==> config.mk <==
export PLATFORM = sky130hd
export DESIGN_NAME = c_octal_escape_quoter_unit
export DESIGN_NICKNAME = d
export VERILOG_FILES = /design/src/sv/coeq_pkg.sv /design/src/sv/coeq_front.sv /design/src/sv/coeq_queue.sv /design/src/sv/coeq_back.sv /design/src/sv/c_octal_escape_quoter_unit.sv
export VERILOG_INCLUDE_DIRS = /design/src /design/src/sv
export SDC_FILE = /design/constraint.sdc
export NUM_CORES = 1
export LEC_CHECK = 0
export BUFFER_PORTS_ARGS = -buffer_cell sky130_fd_sc_hd__buf_2
export CAP_MARGIN = 20
export CORE_MARGIN = 3
export CORE_UTILIZATION = 50
export CTS_CLUSTER_SIZE = 8
export DETAILED_ROUTE_END_ITERATION = 7
export HOLD_SLACK_MARGIN = 0.05
export PLACE_DENSITY = 0.68
export SETUP_SLACK_MARGIN = 0.05
export SYNTH_ARGS = -nofsm -noshare
export SYNTH_HDL_FRONTEND = slang
export SYNTH_SLANG_ARGS = --single-unit
==> constraint.sdc <==
create_clock -name clock -period 11.64 [get_ports clock]
set_input_delay 1.164 -clock clock [delete_from_list [all_inputs] [get_ports clock]]
set_output_delay 1.164 -clock clock [all_outputs]
set_load 0.01 [all_outputs]
==> src/sv/c_octal_escape_quoter_unit_defines.svh <==
// Assertion macros shared by the octal escape quoter RTL.
// Include this file in modules that clock on clock and reset on reset.
`ifndef C_OCTAL_ESCAPE_QUOTER_UNIT_DEFINES_SVH
`define C_OCTAL_ESCAPE_QUOTER_UNIT_DEFINES_SVH

// The consequent must hold in the same cycle as the antecedent.
`define COEQ_ASSERT_IMPLIES(label, ante, cons, msg) \
   label: assert property (@(posedge clock) disable iff (reset) (ante) |-> (cons)) \
      else $error(msg);

// The consequent must hold in the cycle after the antecedent.
`define COEQ_ASSERT_NEXT(label, ante, cons, msg) \
   label: assert property (@(posedge clock) disable iff (reset) (ante) |=> (cons)) \
      else $error(msg);

`endif

==> src/sv/coeq_pkg.sv <==
// Package for the octal escape quoter: payload types, job descriptor and constants.
// No dependencies.
`timescale 1ns / 1ps

package coeq_pkg;

   localparam logic [7:0] NOTHING_PENDING = 8'd32;
   localparam logic [7:0] PRINT_LO        = 8'd32;
   localparam logic [7:0] PRINT_HI        = 8'd126;
   localparam logic [7:0] CHAR_ZERO       = 8'h30;
   localparam logic [7:0] CHAR_NINE       = 8'h39;
   localparam logic [7:0] CHAR_BACKSLASH  = 8'h5C;

   localparam logic [1:0] ESC_NONE  = 2'd0;
   localparam logic [1:0] ESC_SHORT = 2'd1;
   localparam logic [1:0] ESC_LONG  = 2'd2;

   localparam int QUEUE_DEPTH = 2;
   localparam int QUEUE_PTR_W = (QUEUE_DEPTH > 1) ? $clog2(QUEUE_DEPTH) : 1;
   localparam int QUEUE_CNT_W = $clog2(QUEUE_DEPTH + 1);

   typedef struct packed {
      logic [7:0] in_byte;
      logic       flush;
   } req_payload_type;

   typedef struct packed {
      logic [7:0] out_byte;
      logic       last_of_run;
   } rsp_payload_type;

   typedef struct packed {
      logic [1:0] esc_kind;
      logic [7:0] esc_byte;
      logic       has_pass;
      logic [7:0] pass_byte;
   } job_type;

   typedef struct packed {
      logic full;
      logic avail;
   } queue_status_type;

endpackage

==> src/sv/coeq_front.sv <==
// Front end of the octal escape quoter: accepts beats, tracks the pending byte
// and turns beats that complete a run into output jobs. Depends on coeq_pkg.
`timescale 1ns / 1ps

module coeq_front (
   input  logic                      clock,
   input  logic                      reset,
   input  logic                      req_push,
   output logic                      req_full,
   input  coeq_pkg::req_payload_type req_data,
   input  coeq_pkg::queue_status_type q_status,
   output logic                      job_push,
   output coeq_pkg::job_type         job
);
   import coeq_pkg::*;

   logic [7:0] pending_ff;
   logic [7:0] pending_in;
   logic       accept;
   logic       have;
   logic       printable;
   logic       digit;
   logic       make_job;

   assign req_full = q_status.full;
   assign accept   = req_push && !q_status.full;

   assign have      = pending_ff != NOTHING_PENDING;
   assign printable = (req_data.in_byte >= PRINT_LO) && (req_data.in_byte <= PRINT_HI);
   assign digit     = (req_data.in_byte >= CHAR_ZERO) && (req_data.in_byte <= CHAR_NINE);

   always_comb begin
      pending_in     = pending_ff;
      make_job       = 1'b0;
      job.esc_kind   = ESC_NONE;
      job.esc_byte   = pending_ff;
      job.has_pass   = 1'b0;
      job.pass_byte  = req_data.in_byte;
      if (req_data.flush) begin
         if (have) begin
            make_job     = 1'b1;
            job.esc_kind = ESC_SHORT;
            pending_in   = NOTHING_PENDING;
         end
      end else if (!have) begin
         if (printable) begin
            make_job     = 1'b1;
            job.has_pass = 1'b1;
         end else begin
            pending_in = req_data.in_byte;
         end
      end else if (!printable) begin
         make_job     = 1'b1;
         job.esc_kind = ESC_SHORT;
         pending_in   = req_data.in_byte;
      end else if (digit) begin
         make_job     = 1'b1;
         job.esc_kind = ESC_LONG;
         job.has_pass = 1'b1;
         pending_in   = NOTHING_PENDING;
      end else begin
         make_job     = 1'b1;
         job.esc_kind = ESC_SHORT;
         job.has_pass = 1'b1;
         pending_in   = NOTHING_PENDING;
      end
   end

   assign job_push = accept && make_job;

   always_ff @(posedge clock) begin
      if (reset) begin
         pending_ff <= NOTHING_PENDING;
      end else if (accept) begin
         pending_ff <= pending_in;
      end
   end

endmodule

==> src/sv/coeq_queue.sv <==
// Short job queue between the front end and the output sequencer.
// Depends on coeq_pkg and the shared assertion macros.
`timescale 1ns / 1ps
`include "c_octal_escape_quoter_unit_defines.svh"

module coeq_queue (
   input  logic                       clock,
   input  logic                       reset,
   input  logic                       push,
   input  coeq_pkg::job_type          push_job,
   input  logic                       pop,
   output coeq_pkg::job_type          head_job,
   output coeq_pkg::queue_status_type status
);
   import coeq_pkg::*;

   job_type                  slot_ff [QUEUE_DEPTH];
   logic [QUEUE_PTR_W-1:0]   wr_ptr_ff;
   logic [QUEUE_PTR_W-1:0]   rd_ptr_ff;
   logic [QUEUE_CNT_W-1:0]   count_ff;
   logic [QUEUE_PTR_W-1:0]   wr_ptr_in;
   logic [QUEUE_PTR_W-1:0]   rd_ptr_in;
   logic [QUEUE_CNT_W-1:0]   count_in;

   assign status.full  = count_ff == QUEUE_CNT_W'(QUEUE_DEPTH);
   assign status.avail = count_ff != '0;
   assign head_job     = slot_ff[rd_ptr_ff];

   assign wr_ptr_in = (wr_ptr_ff == QUEUE_PTR_W'(QUEUE_DEPTH - 1)) ? '0
                      : wr_ptr_ff + QUEUE_PTR_W'(1);
   assign rd_ptr_in = (rd_ptr_ff == QUEUE_PTR_W'(QUEUE_DEPTH - 1)) ? '0
                      : rd_ptr_ff + QUEUE_PTR_W'(1);

   always_comb begin
      count_in = count_ff;
      if (push && !pop) begin
         count_in = count_ff + QUEUE_CNT_W'(1);
      end else if (pop && !push) begin
         count_in = count_ff - QUEUE_CNT_W'(1);
      end
   end

   always_ff @(posedge clock) begin
      if (reset) begin
         wr_ptr_ff <= '0;
         rd_ptr_ff <= '0;
         count_ff  <= '0;
      end else begin
         count_ff <= count_in;
         if (push) begin
            wr_ptr_ff <= wr_ptr_in;
         end
         if (pop) begin
            rd_ptr_ff <= rd_ptr_in;
         end
      end
   end

   always_ff @(posedge clock) begin
      if (push) begin
         slot_ff[wr_ptr_ff] <= push_job;
      end
   end

   `COEQ_ASSERT_IMPLIES(a_queue_count_range, 1'b1, count_ff <= QUEUE_CNT_W'(QUEUE_DEPTH), "queue count exceeds depth")
   `COEQ_ASSERT_IMPLIES(a_queue_no_overflow, push && !pop, !status.full, "push into a full queue")
   `COEQ_ASSERT_IMPLIES(a_queue_no_underflow, pop, status.avail, "pop from an empty queue")

endmodule

==> src/sv/coeq_back.sv <==
// Output sequencer of the octal escape quoter: expands each job into result beats,
// one per cycle unless stalled, via an output register. Needs coeq_pkg and macros.
`timescale 1ns / 1ps
`include "c_octal_escape_quoter_unit_defines.svh"

module coeq_back (
   input  logic                       clock,
   input  logic                       reset,
   input  coeq_pkg::job_type          head_job,
   input  coeq_pkg::queue_status_type q_status,
   output logic                       job_pop,
   output logic                       rsp_empty,
   input  logic                       rsp_pop,
   output coeq_pkg::rsp_payload_type  rsp_data
);
   import coeq_pkg::*;

   logic [2:0] idx_ff;
   logic [2:0] idx_in;
   logic       out_valid_ff;
   logic       out_valid_in;
   logic [7:0] out_byte_ff;
   logic       out_last_ff;
   logic [1:0] num_digits;
   logic [2:0] run_len;
   logic [2:0] digit_pos;
   logic [2:0] digit_val;
   logic [7:0] cur_byte;
   logic       is_last;
   logic       load;

   always_comb begin
      case (head_job.esc_kind)
         ESC_SHORT: begin
            if (head_job.esc_byte[7:6] != 2'd0) begin
               num_digits = 2'd3;
            end else if (head_job.esc_byte[5:3] != 3'd0) begin
               num_digits = 2'd2;
            end else begin
               num_digits = 2'd1;
            end
         end
         ESC_LONG: begin
            num_digits = 2'd3;
         end
         default: begin
            num_digits = 2'd0;
         end
      endcase
   end

   assign run_len = (head_job.esc_kind == ESC_NONE) ? 3'd1
                    : 3'd1 + {1'b0, num_digits} + {2'b0, head_job.has_pass};

   assign digit_pos = 3'd3 - {1'b0, num_digits} + idx_ff - 3'd1;

   always_comb begin
      case (digit_pos)
         3'd0:    digit_val = {1'b0, head_job.esc_byte[7:6]};
         3'd1:    digit_val = head_job.esc_byte[5:3];
         default: digit_val = head_job.esc_byte[2:0];
      endcase
   end

   always_comb begin
      if (head_job.esc_kind == ESC_NONE) begin
         cur_byte = head_job.pass_byte;
      end else if (idx_ff == 3'd0) begin
         cur_byte = CHAR_BACKSLASH;
      end else if (idx_ff <= {1'b0, num_digits}) begin
         cur_byte = CHAR_ZERO + {5'b0, digit_val};
      end else begin
         cur_byte = head_job.pass_byte;
      end
   end

   assign is_last = idx_ff == (run_len - 3'd1);
   assign load    = q_status.avail && (!out_valid_ff || rsp_pop);
   assign job_pop = load && is_last;
   assign idx_in  = is_last ? 3'd0 : idx_ff + 3'd1;

   always_comb begin
      out_valid_in = out_valid_ff;
      if (load) begin
         out_valid_in = 1'b1;
      end else if (rsp_pop) begin
         out_valid_in = 1'b0;
      end
   end

   always_ff @(posedge clock) begin
      if (reset) begin
         idx_ff       <= 3'd0;
         out_valid_ff <= 1'b0;
      end else begin
         out_valid_ff <= out_valid_in;
         if (load) begin
            idx_ff <= idx_in;
         end
      end
   end

   always_ff @(posedge clock) begin
      if (load) begin
         out_byte_ff <= cur_byte;
         out_last_ff <= is_last;
      end
   end

   assign rsp_empty            = !out_valid_ff;
   assign rsp_data.out_byte    = out_byte_ff;
   assign rsp_data.last_of_run = out_last_ff;

   `COEQ_ASSERT_IMPLIES(a_back_mid_job_has_head, idx_ff != 3'd0, q_status.avail, "sequencer mid-job without a queued job")
   `COEQ_ASSERT_IMPLIES(a_back_idx_in_run, q_status.avail, idx_ff < run_len, "beat index beyond job length")
   `COEQ_ASSERT_NEXT(a_back_idx_step, load && !is_last, idx_ff == $past(idx_ff) + 3'd1, "beat index did not advance")

endmodule

==> src/sv/c_octal_escape_quoter_unit.sv <==
// C-style octal escape quoter, top level: front end, job queue and output sequencer.
// Depends on coeq_pkg, coeq_front, coeq_queue and coeq_back.
`timescale 1ns / 1ps

// Each input beat is a raw byte or a flush marker; the result side delivers the escaped
// text one byte per beat, with last_of_run set on the final byte caused by an input.
// An input is taken while the two-entry job queue has room; an input that yields n
// result bytes (0 to 5) holds the output sequencer for all n of them; the sustained
// rate is one result byte per cycle unless stalled, set by the single output register.
module c_octal_escape_quoter_unit (
   input  logic                      clock,
   input  logic                      reset,
   input  logic                      push,
   output logic                      full,
   input  coeq_pkg::req_payload_type req_data,
   output logic                      empty,
   input  logic                      pop,
   output coeq_pkg::rsp_payload_type rsp_data
);
   import coeq_pkg::*;

   job_type          front_job;
   job_type          head_job;
   queue_status_type q_status;
   logic             job_push;
   logic             job_pop;

   coeq_front u_front (
      .clock    (clock),
      .reset    (reset),
      .req_push (push),
      .req_full (full),
      .req_data (req_data),
      .q_status (q_status),
      .job_push (job_push),
      .job      (front_job)
   );

   coeq_queue u_queue (
      .clock    (clock),
      .reset    (reset),
      .push     (job_push),
      .push_job (front_job),
      .pop      (job_pop),
      .head_job (head_job),
      .status   (q_status)
   );

   coeq_back u_back (
      .clock     (clock),
      .reset     (reset),
      .head_job  (head_job),
      .q_status  (q_status),
      .job_pop   (job_pop),
      .rsp_empty (empty),
      .rsp_pop   (pop),
      .rsp_data  (rsp_data)
   );

endmodule

* Yosys cells after proc, flatten, opt, wreduce, memory -nomap -nowiden
Memories as Yosys holds them, arrays and structs flattened. A register that Yosys moved wholly into a read port is not among the register bits.
Cells that the tools add are included.
** Word-level totals
- Bits in registers :: 25
- Bits in writable memories :: 38
- Input bits :: 13
- Output and inout port bits :: 11
- Word-level logic and storage cells :: 90
- Memories kept :: 1
** Memories
- u_queue.slot_ff :: depth 2, bits a word 19, read ports 1, clocked after Yosys merged registers in 1, wr ports 1, line coeq_queue.sv:17 : job_type slot_ff [QUEUE_DEPTH];
** Operators by class
- Add/subtract/negate cells :: 12
- $lt $le $gt $ge :: 5
- Equality and inequality tests :: 8
- Muxes and demuxes :: 34
- Reduce and logical (&&, ||, !) cells :: 22
** Operators with widths (count)
- $mux W8 :: 8
- $ge A8 B6 Y1 const B :: 2
- $mux W2 :: 8
- $mux W1 :: 14
- $le A8 B6 Y1 const B :: 1
- $le A8 B7 Y1 const B :: 1
- $logic_and A1 B1 Y1 :: 8
- $ne A8 B6 Y1 const B :: 1
- $reduce_bool A2 Y1 :: 4
- $add A6 B3 Y7 const A :: 1
- $logic_not A3 Y1 :: 2
- $mux W3 :: 2
- $pmux W3 S2 :: 1
- $sub A3 B1 Y3 const B :: 2
- $eq A2 B2 Y1 const B :: 2
- $logic_not A1 Y1 :: 4
- $ne A2 B1 Y1 const B :: 2
- $pmux W2 S2 :: 1
- $add A1 B2 Y3 const A :: 1
- $add A3 B1 Y3 :: 1
- $add A3 B1 Y3 const B :: 1
- $add A3 B3 Y3 :: 1
- $eq A3 B1 Y1 const B :: 1
- $eq A3 B3 Y1 :: 1
- other kinds (10) :: 11

* Longest topological paths before layout
- Depth after elaboration :: 13
- Gate-level depth with buffers :: 20
- Depth with buffers taken out :: 18

* By module
A second synthesis with hierarchy kept.
** Unflattened totals
- Cell total of the unflattened synthesis :: 223
- Area total of the unflattened synthesis :: 2990.4 µm²
** By module, submodules not included
- coeq_queue :: times used 1, cells each 81, area each 1581.5 µm², sequential area each 1241.2 µm²
- coeq_back :: times used 1, cells each 94, area each 937.1 µm², sequential area each 350.3 µm²
- coeq_front :: times used 1, cells each 48, area each 471.7 µm², sequential area each 160.2 µm²

* Worst setup path after synthesis
OpenSTA, ideal clock, no wires.
- Path kind :: reg2reg
- From :: register (tool-made name)
- To :: register u_queue.count_ff[1]
- Setup time :: 0.070 ns
- Data arrival time :: 3.757 ns
- Required time :: 11.570 ns
- Slack :: 7.813 ns
- Stages on the path, launching flop included :: 20
- Buffers on the path :: 2
- Clock period less this slack :: 3.827 ns
- Cell sequence :: dfxtp_1 buf_2 buf_2 mux2i_1 inv_1 ha_1 a21oi_1 nand2b_1 ha_1 inv_1 ha_1 nand2_1 ha_1 xnor2_2 xnor2_1 nor4_2 inv_1 ha_1 or3_1 a21oi_1
** RTL lines
- end signal, assigned :: line coeq_queue.sv:49 : count_ff <= count_in;
- end, declared :: line coeq_queue.sv:20 : logic [QUEUE_CNT_W-1:0] count_ff;

==> impl_metrics.json <==
{
  "synth_area_leader_cell": "edfxtp_1",
  "synth.most_common_cell": "edfxtp_1",
  "finClkSkew_ps": 11.67,
  "syn-num-nets": 262,
  "synthTopCellsByArea": "edfxtp_1, dfxtp_1, mux2i_1, ha_1, or2b_2",
  "end_kind": "flop",
  "critical_path_buf_inv_count": 3,
  "avgViaCountPerCell": 5.504,
  "drt_iter0_drc": 104,
  "critPathArrivalTime_ps": 4580,
  "power.leakage_nw": 1.302,
  "grt.total_usage_pct": 17.09,
  "drv_cap": 0,
  "synth-simple-area-share_pct": 12.99,
  "cts_sinks": 64,
  "crit_family": "adder cells",
  "max_slew_margin_pct": 33.79,
  "routed_wl_um": 5407,
  "core_um2": 5991,
  "start_util_pct": 52.42,
  "ant_nets": 0,
  "die-area_um2": 7268,
  "synthMuxAreaShare_pct": 11.12,
  "critPathRequiredTime_ps": 11900,
  "post-cts-setup-buffers": 0,
  "crit_path_max_incr_delay_ps": 980,
  "first_pass_iters": 4,
  "rsz0062_at_grt": "no",
  "syn_inst": 236,
  "overflow": 0,
  "instances_no_fill": 345,
  "cts_buffers": 9,
  "synth-xor-area-share_pct": 2.669,
  "synth_edf_count": 47,
  "fin_nets": 291,
  "r2r_slack_ps": 7320,
  "synth_area_per_cell_um2": 13.31,
  "pin_count": 24,
  "cpMostUsedCell": "ha_1",
  "crit_slowest_cell": "dfxtp_1",
  "diodes": 0,
  "path_cells": "mux2i_1 -> inv_1 -> ha_1 -> a21oi_1 -> nand2b_1 -> ha_1 -> inv_1 -> ha_1 -> nand2_1 -> ha_1 -> xnor2_2 -> xnor2_1 -> nor4_2 -> inv_1 -> ha_1 -> or3_1 -> a21oi_1",
  "synth-compound-area-share_pct": 9.084,
  "drive_gt1_share_pct": 23.33,
  "critPathMaxFanout": 21,
  "yosys.cell_types.count": 57,
  "power.density_nw_per_um2": 233.2,
  "hold_class": "flop to flop",
  "seqCellArea_um2": 1752,
  "dpl.hpwl_um": 3884,
  "tns_ps": 0,
  "rows": 28,
  "async_reset_ff_share_pct": 0,
  "tightest_slew_ps": 991.8,
  "finalHoldViolations": 0,
  "die_w_um": 85.25,
  "setup_violations": 0,
  "post-synth-top-area-fraction_pct": 44.94,
  "peakVddDrop_mv": 0.1325,
  "ys_seq_area_share_pct": 55.78,
  "drc": 0,
  "period_share_pct": 37.12,
  "clock_path_buffers": 2,
  "synthTopCellsByCount": "edfxtp_1, mux2i_1, dfxtp_1, inv_1, ha_1",
  "synth-seq-cells": 64,
  "place_inst": 329,
  "grt_pass1_wl_um": 9384,
  "clock_latency_ps": 330,
  "synth_ff_type": "edfxtp_1",
  "wl_per_cell_um": 15.67,
  "root_buffer": "clkbuf_8",
  "multi_input_area_um2": 1289,
  "antenna_found_initial": 0,
  "holdWs_ps": 481.1,
  "crit_path_start_kind": "flop",
  "period_minus_slack_ps": 4321,
  "cts_resized": 0,
  "yosys_warnings": 0,
  "drv_slew": 0,
  "gp_congestion": 0.7984,
  "grt_max_degree": 22,
  "syn_area_um2": 3141,
  "ctsHoldBuffers": 0,
  "h-tree-depth": 3,
  "num_vias": 1899,
  "critPathKind": "flop to flop",
  "grt_pass1_vias": 1868,
  "status": "finished, final reports clean",
  "synth_top_family_by_area": "simple AND/OR/NAND/NOR gates",
  "clkSlewWorstSetupHoldPaths_ps": 70,
  "io_buffers": 23,
  "fill_cells": 484,
  "synthAdderAreaFrac_pct": 5.179,
  "dieHeight_um": 85.25,
  "max_freq_ghz": 0.2314,
  "syn_to_final_growth_pct": 10.52,
  "cts_tree": "done"
}
[routing by layer]
metal | GRT usage, % | up-vias | wire (um) | part of all wire (%)
met5 | 0 | - | 0 | 0
met4 | 7.194 | 0 | 84 | 1.6
met2 | 24.72 | 39 | 2453 | 45
li1 | - | 942 | - | -
met1 | 24.05 | 910 | 2666 | 49
met3 | 4.951 | 8 | 203 | 3.8
[where the power goes]
part	internal (mW)	switching [mW]	total (mW)
clock network	0.0764	0.0818	0.158
registers	0.303	0.0279	0.331
logic	0.149	0.172	0.320
total	0.528	0.281	0.809
[worst min-delay path: stages, from the launching register on]
cell	delay (ps)
dfxtp_1	330
nand2_1	60
a21oi_1	50
[registers in the layout, indices dropped and copies added, names as in the netlist, named ones only]
name	flops
u_queue.rd_ptr_ff	1
u_front.pending_ff	8
u_back.out_last_ff	1
u_queue.wr_ptr_ff	1
u_queue.count_ff	2
u_back.idx_ff	3
u_back.out_byte_ff	8
u_back.out_valid_ff	1
u_queue.slot_ff	38
[per-stage QoR]
step           power [mW]  cell area, um2  util, %  setup slack, ps
3_3_place_gp       0.6499            3313    55.30             7424
3_5_place_dp       0.6562            3313    55.30             7299
4_1_cts            0.8163            3471    57.94             7251
5_1_grt            0.8739            3471    57.94             6822
6_report           0.8093            3471    57.94             7319
2_1_floorplan      0.5865            3141        -             7813
[cell usage in the layout, fill, tap and decap left out, types with 4 or more instances in the layout]
master and count:
ha_1 13, nand2_1 6, clkbuf_8 9, a21oi_1 7, dfxtp_1 17, buf_2 23
mux2_1 5, mux2i_1 18, nor2_1 12, edfxtp_1 47, o21ai_0 4, o211ai_1 7
nor2b_1 10, mux2_2 6, nor3_1 6, inv_1 15, or2b_2 8
[cell families (layout without fill, tap and decap cells)]
| family | count (synthesis) | count (layout) |
|---|---|---|
| mux | 31 | 31 |
| compound gates | 37 | 37 |
| xor+xnor | 7 | 7 |
| buf+inv | 21 | 55 |
| simple gates | 63 | 63 |
| fa+ha+maj | 13 | 13 |
| flops | 64 | 64 |
[area by class of cell]
class / count / area share (%)
Multi-Input combinational cell: 151 / 37.13
Sequential cell: 64 / 50.47
Clock buffer: 12 / 3.893
Timing Repair Buffer: 24 / 3.533
Clock inverter: 4 / 0.6489
Inverter: 15 / 1.622
Tap cell: 75 / 2.704
[path summary, 6_finish.rpt]
| check | startpoint | endpoint | cells past startpoint |
|---|---|---|---|
| max | flop | u_queue.count_ff[1] | 17 |
| min | u_back.idx_ff[0] | u_back.idx_ff[0] | 2 |
| max reg2reg | flop | u_queue.count_ff[1] | 17 |
| min reg2reg | u_back.idx_ff[0] | u_back.idx_ff[0] | 2 |
Power figures use the tool's default switching activity.
